===== src/hdl/tfsq_pkg.sv =====
// Shared types and constants for the timed frame schedule queue.
package tfsq_pkg;

   localparam int TIME_W  = 64;
   localparam int FRAME_W = 32;
   localparam int VCNT_W  = 3;
   localparam int BYTES_IN_FRAME = FRAME_W / 8;

   typedef enum logic [1:0] {
      OP_ADD   = 2'd0,
      OP_PLAY  = 2'd1,
      OP_DROP  = 2'd2,
      OP_CLEAR = 2'd3
   } op_type;

   typedef enum logic [1:0] {
      ST_OK       = 2'd0,
      ST_EMPTY    = 2'd1,
      ST_FULL     = 2'd2,
      ST_NO_FRAME = 2'd3
   } status_type;

   typedef enum logic [3:0] {
      SQ_IDLE   = 4'b0001,
      SQ_READ   = 4'b0010,
      SQ_CHECK  = 4'b0100,
      SQ_FINISH = 4'b1000
   } seq_state_type;

   typedef struct packed {
      logic [TIME_W-1:0]  time_ms;
      logic [FRAME_W-1:0] frame;
   } entry_type;

endpackage


===== src/hdl/tfsq_cmp.sv =====
// Shared timestamp comparator used by every queue walk.
module tfsq_cmp import tfsq_pkg::*; (
   input  logic [TIME_W-1:0] entry_time,
   input  logic [TIME_W-1:0] ref_time,
   input  logic              strict,
   output logic              hit
);

   always_comb begin
      if (strict) begin
         hit = entry_time < ref_time;
      end else begin
         hit = entry_time <= ref_time;
      end
   end

endmodule


===== config.mk =====
export PLATFORM = sky130hd
export DESIGN_NAME = tfsq_cmp
export DESIGN_NICKNAME = d
export VERILOG_FILES = /design/src/hdl/tfsq_pkg.sv /design/src/hdl/tfsq_cmp.sv
export SDC_FILE = /design/constraint.sdc
export NUM_CORES = 1
export LEC_CHECK = 0
export ABC_CLOCK_PERIOD_IN_PS = 1900
export BUFFER_PORTS_ARGS = -buffer_cell sky130_fd_sc_hd__clkbuf_2
export CAP_MARGIN = 20
export CORE_MARGIN = 2
export CORE_UTILIZATION = 42
export DETAILED_ROUTE_END_ITERATION = 8
export PLACE_DENSITY = 0.85
export SLEW_MARGIN = 20
export SYNTH_ARGS = -nofsm -noshare
export SYNTH_HDL_FRONTEND = slang
export SYNTH_SLANG_ARGS = --single-unit

===== constraint.sdc =====
create_clock -name vclk -period 1.9
set_input_delay 0.095 -clock vclk [all_inputs]
set_output_delay 0.095 -clock vclk [all_outputs]
set_load 0.02 [all_outputs]

==> flow_results.xml <==
<?xml version="1.0" encoding="UTF-8"?>
<metrics>
  <group name="status">
    <metric name="result_of_the_run" unit="">complete, but fails checks</metric>
    <metric name="violations_in_the_final_reports" unit="">setup timing</metric>
  </group>
  <group name="drt">
    <metric name="wl_met2" unit="um">2510</metric>
    <metric name="vias_per_cell" unit="">5.04</metric>
    <metric name="postRouteWirelength" unit="um">4740</metric>
    <metric name="final_antenna_net_count" unit="">0</metric>
    <metric name="top_layer" unit="">met4</metric>
    <metric name="wl_met3" unit="um">422</metric>
    <metric name="wl_per_cell" unit="um">11.4</metric>
    <metric name="route.detailed.drc" unit="">0</metric>
    <metric name="routed_met1_length" unit="um">1760</metric>
    <metric name="firstDrtPassIters" unit="">4</metric>
    <metric name="detailedRoute.firstIterationViolations" unit="">14</metric>
    <metric name="vias" unit="">2095</metric>
  </group>
  <group name="sta">
    <metric name="final_critical_path_setup_slack" unit="ns">-0.0306</metric>
    <metric name="drv_slew" unit="">0</metric>
    <metric name="period_minus_slack" unit="ns">1.93</metric>
    <metric name="fmaxAchievable" unit="GHz">0.518</metric>
    <metric name="period_share" unit="">1.02</metric>
    <metric name="setup_violators_final" unit="">1</metric>
    <metric name="maxSlewHeadroom" unit="">0.761</metric>
    <metric name="worstMarginPinSlew" unit="ns">0.349</metric>
    <metric name="hold_ws" unit="ns">0.623</metric>
    <metric name="final_hold_viol_count" unit="">0</metric>
    <metric name="rsz0062_at_grt" unit="">true</metric>
  </group>
  <group name="placement">
    <metric name="finalWeightedCongestion" unit="">0.748</metric>
    <metric name="pre_cts_setup_slack" unit="ns">-0.116</metric>
    <metric name="dp_hpwl" unit="um">4230</metric>
    <metric name="portBuffers" unit="">130</metric>
  </group>
  <group name="floorplan">
    <metric name="fp.coreArea" unit="sq mm">0.00366</metric>
    <metric name="io_pins" unit="">130</metric>
    <metric name="placement_rows" unit="">22</metric>
    <metric name="design.die.area" unit="sq mm">0.00434</metric>
    <metric name="die_h" unit="um">65.9</metric>
    <metric name="initial_core_util" unit="">0.440</metric>
    <metric name="die_w" unit="um">65.9</metric>
  </group>
  <group name="logic_synthesis">
    <metric name="postSynthCellCount" unit="">227</metric>
    <metric name="synthesis.area" unit="sq mm">0.00161</metric>
    <metric name="netlist-cell-type-count" unit="">23</metric>
    <metric name="avgSynthCellArea" unit="sq um">7.09</metric>
    <metric name="syn_nets" unit="">420</metric>
    <metric name="synth_area_leader_cell" unit="">sky130_fd_sc_hd__ha_1</metric>
    <metric name="synth_sequential_area_ratio" unit="">0</metric>
    <metric name="synth-warning-count" unit="">0</metric>
    <metric name="synth_top_area_frac" unit="">0.498</metric>
    <metric name="synth_top_cells_by_area" unit="">sky130_fd_sc_hd__ha_1 50%, sky130_fd_sc_hd__inv_1 15%, sky130_fd_sc_hd__a21oi_1 6.8%</metric>
  </group>
  <group name="critical_path">
    <metric name="cpMaxStageDelayCell" unit="">sky130_fd_sc_hd__or4_4</metric>
    <metric name="critical_path_buf_inv_count" unit="">2</metric>
    <metric name="critical-path-top-cell-by-count" unit="">sky130_fd_sc_hd__a21o_1</metric>
    <metric name="critical_path_sink_type" unit="">output port</metric>
    <metric name="cp_max_fo" unit="">2</metric>
    <metric name="timing.critical_path.from_type" unit="">input port</metric>
    <metric name="critPathTopFamily" unit="">simple AND/OR/NAND/NOR gates</metric>
    <metric name="critical_path_arrival" unit="ns">1.84</metric>
    <metric name="worst-endpoint-required" unit="ns">1.80</metric>
    <metric name="timing.setup.critical_path_class" unit="">in -&gt; out</metric>
    <metric name="crit_path_max_incr_delay" unit="ns">0.54</metric>
    <metric name="crit_path_cell_trace" unit="">clkbuf_2 &gt; ha_4 &gt; nand4_1 &gt; or4_4 &gt; a21o_1 &gt; a31oi_1 &gt; nor2_1 &gt; a21o_1 &gt; clkbuf_8</metric>
  </group>
  <group name="power_and_ir_drop">
    <metric name="swShare" unit="">0.464</metric>
    <metric name="clock_power_share" unit="">0</metric>
    <metric name="netSwitchingPower" unit="uW">225</metric>
    <metric name="relative_contribution_of_sequential_cells_to_total_power" unit="">0</metric>
    <metric name="internal-power" unit="uW">261</metric>
    <metric name="pwr_density_cell" unit="mW/mm^2">192</metric>
    <metric name="irDropWorstVdd" unit="mV">0.113</metric>
    <metric name="power_frac_comb" unit="">1.000</metric>
    <metric name="leakagePower" unit="nW">1.61</metric>
  </group>
  <group name="grt">
    <metric name="grt_max_degree" unit="">5</metric>
    <metric name="globalRouteTotalUtil" unit="">0.212</metric>
    <metric name="first_global_vias" unit="">2055</metric>
    <metric name="antenna_violations_before_repair" unit="">0</metric>
    <metric name="overflow" unit="">0</metric>
    <metric name="first_pass_grt_wire_length" unit="um">7640</metric>
  </group>
  <group name="cells_and_area">
    <metric name="syn2layout_area_growth" unit="%">57.5</metric>
    <metric name="regArea" unit="sq um">0</metric>
    <metric name="drive_above_1_share" unit="">0.432</metric>
    <metric name="clock_buffer_cells" unit="">0</metric>
    <metric name="filler_cell_count" unit="">329</metric>
    <metric name="num_antenna_cells" unit="">0</metric>
    <metric name="n_sequential_cell" unit="">0</metric>
    <metric name="finalNetCount" unit="">563</metric>
  </group>
  <group name="min_path">
    <metric name="hold_start" unit="">strict</metric>
    <metric name="timing.hold.worst_path_depth" unit="">4</metric>
    <metric name="endpoint_of_the_worst_hold_path" unit="">hit</metric>
    <metric name="hold_path.class" unit="">in -&gt; out</metric>
  </group>
  <group name="flow_run">
    <metric name="drv.max_cap_violation_count" unit="">0</metric>
  </group>
  <group name="clock_network">
    <metric name="quantity_of_hold_fixing_buffers_added_after_cts" unit="">0</metric>
  </group>
</metrics>
[power by group through the flow]
stage | Combinational [mW] | Clock, mW | Sequential [mW]
floorplan | 0.236 | 0 | 0
global placement | 0.429 | 0 | 0
detailed placement | 0.448 | 0 | 0
CTS | 0.475 | 0 | 0
global route | 0.557 | 0 | 0
finish | 0.486 | 0 | 0
[cell usage after synthesis]
master                      number
sky130_fd_sc_hd__a31oi_1         1
sky130_fd_sc_hd__o211ai_1        2
sky130_fd_sc_hd__o32ai_1         1
sky130_fd_sc_hd__a41oi_1         1
sky130_fd_sc_hd__a21oi_1        22
sky130_fd_sc_hd__a211oi_1        2
sky130_fd_sc_hd__nor4_2          1
sky130_fd_sc_hd__nor2b_1         1
sky130_fd_sc_hd__a2111oi_0       1
sky130_fd_sc_hd__nand2b_1        1
sky130_fd_sc_hd__a221oi_1        4
sky130_fd_sc_hd__nor4_1          3
sky130_fd_sc_hd__nand4_1        13
sky130_fd_sc_hd__a21o_1          8
sky130_fd_sc_hd__ha_1           64
sky130_fd_sc_hd__o21ai_0         8
sky130_fd_sc_hd__inv_1          65
sky130_fd_sc_hd__nor3_1          2
sky130_fd_sc_hd__nor2_1          3
sky130_fd_sc_hd__o21bai_1        1
sky130_fd_sc_hd__nand2_1        14
sky130_fd_sc_hd__or4_1           2
sky130_fd_sc_hd__nand3_1         7
[metrics by stage]
step                 util  std cells  total power, mW  setup TNS [ns]  instance area [sq um]
floorplan               -        227            0.236               0                   1610
global placement    0.652        414            0.429         -0.0921                   2390
detailed placement  0.652        414            0.448          -0.116                   2390
CTS                 0.677        415            0.475         -0.0227                   2480
global route        0.692        416            0.557          -0.107                   2530
finish              0.692        416            0.486         -0.0306                   2530
[layer usage]
layer / GRT usage / up-vias
met5: 0 / -
met3: 0.0324 / 6
met1: 0.217 / 908
li1: - / 1084
met2: 0.446 / 97
met4: 0.0286 / 0
[cells in the final DEF, fill, tap and decap left out, types with 2 or more instances in the layout]
cell / Yosys / routed
sky130_fd_sc_hd__inv_1: 65 / 61
sky130_fd_sc_hd__clkbuf_2: 0 / 129
sky130_fd_sc_hd__inv_2: 0 / 4
sky130_fd_sc_hd__a21oi_1: 22 / 22
sky130_fd_sc_hd__o21ai_0: 8 / 8
sky130_fd_sc_hd__nand2_1: 14 / 14
sky130_fd_sc_hd__nand4_1: 13 / 13
sky130_fd_sc_hd__nor4_2: 1 / 4
sky130_fd_sc_hd__nor2_1: 3 / 3
sky130_fd_sc_hd__ha_1: 64 / 57
sky130_fd_sc_hd__a221oi_1: 4 / 4
sky130_fd_sc_hd__nand3_1: 7 / 6
sky130_fd_sc_hd__a211oi_1: 2 / 2
sky130_fd_sc_hd__a21o_1: 8 / 8
sky130_fd_sc_hd__o211ai_1: 2 / 2
sky130_fd_sc_hd__ha_4: 0 / 7
sky130_fd_sc_hd__nor3_1: 2 / 2
sky130_fd_sc_hd__buf_4: 0 / 11
[cell type report]
type / count / area (sq um) / area share
Multi-Input combinational cell: 162 / 1490 / 0.587
Inverter: 65 / 244 / 0.0963
Timing Repair Buffer: 141 / 742 / 0.293
Tap cell: 48 / 60.1 / 0.0237
[cells by family (layout without fill, tap and decap cells)]
family / count (synthesis) / after routing / synth area share
compound gates: 51 / 51 / 0.196
fa+ha+maj: 64 / 64 / 0.498
buf+inv: 65 / 206 / 0.152
simple gates: 47 / 47 / 0.155
[worst max-delay path by stage]
stage                              start  endpoint  depth (start not counted)
final                     entry_time[14]       hit                          9
after global routing        ref_time[60]       hit                         11
after CTS                   ref_time[12]       hit                         10
after detailed placement    ref_time[11]       hit                         10
after global placement      ref_time[17]       hit                         10
after floorplan             ref_time[11]       hit                          8
[what timing repair did]
action / in CTS / in global routing
pin swaps: 10 / 6
gates resized for setup: 13 / 6
buffers inserted: 1 / 1
endpoints found under the setup margin: 1 / 1
[tightest hold or removal path, stage by stage]
cell                       delay, ns
sky130_fd_sc_hd__clkbuf_2       0.09
sky130_fd_sc_hd__nor4_2         0.04
sky130_fd_sc_hd__a21o_1         0.16
sky130_fd_sc_hd__clkbuf_8       0.15
Power figures use the tool's default switching activity.
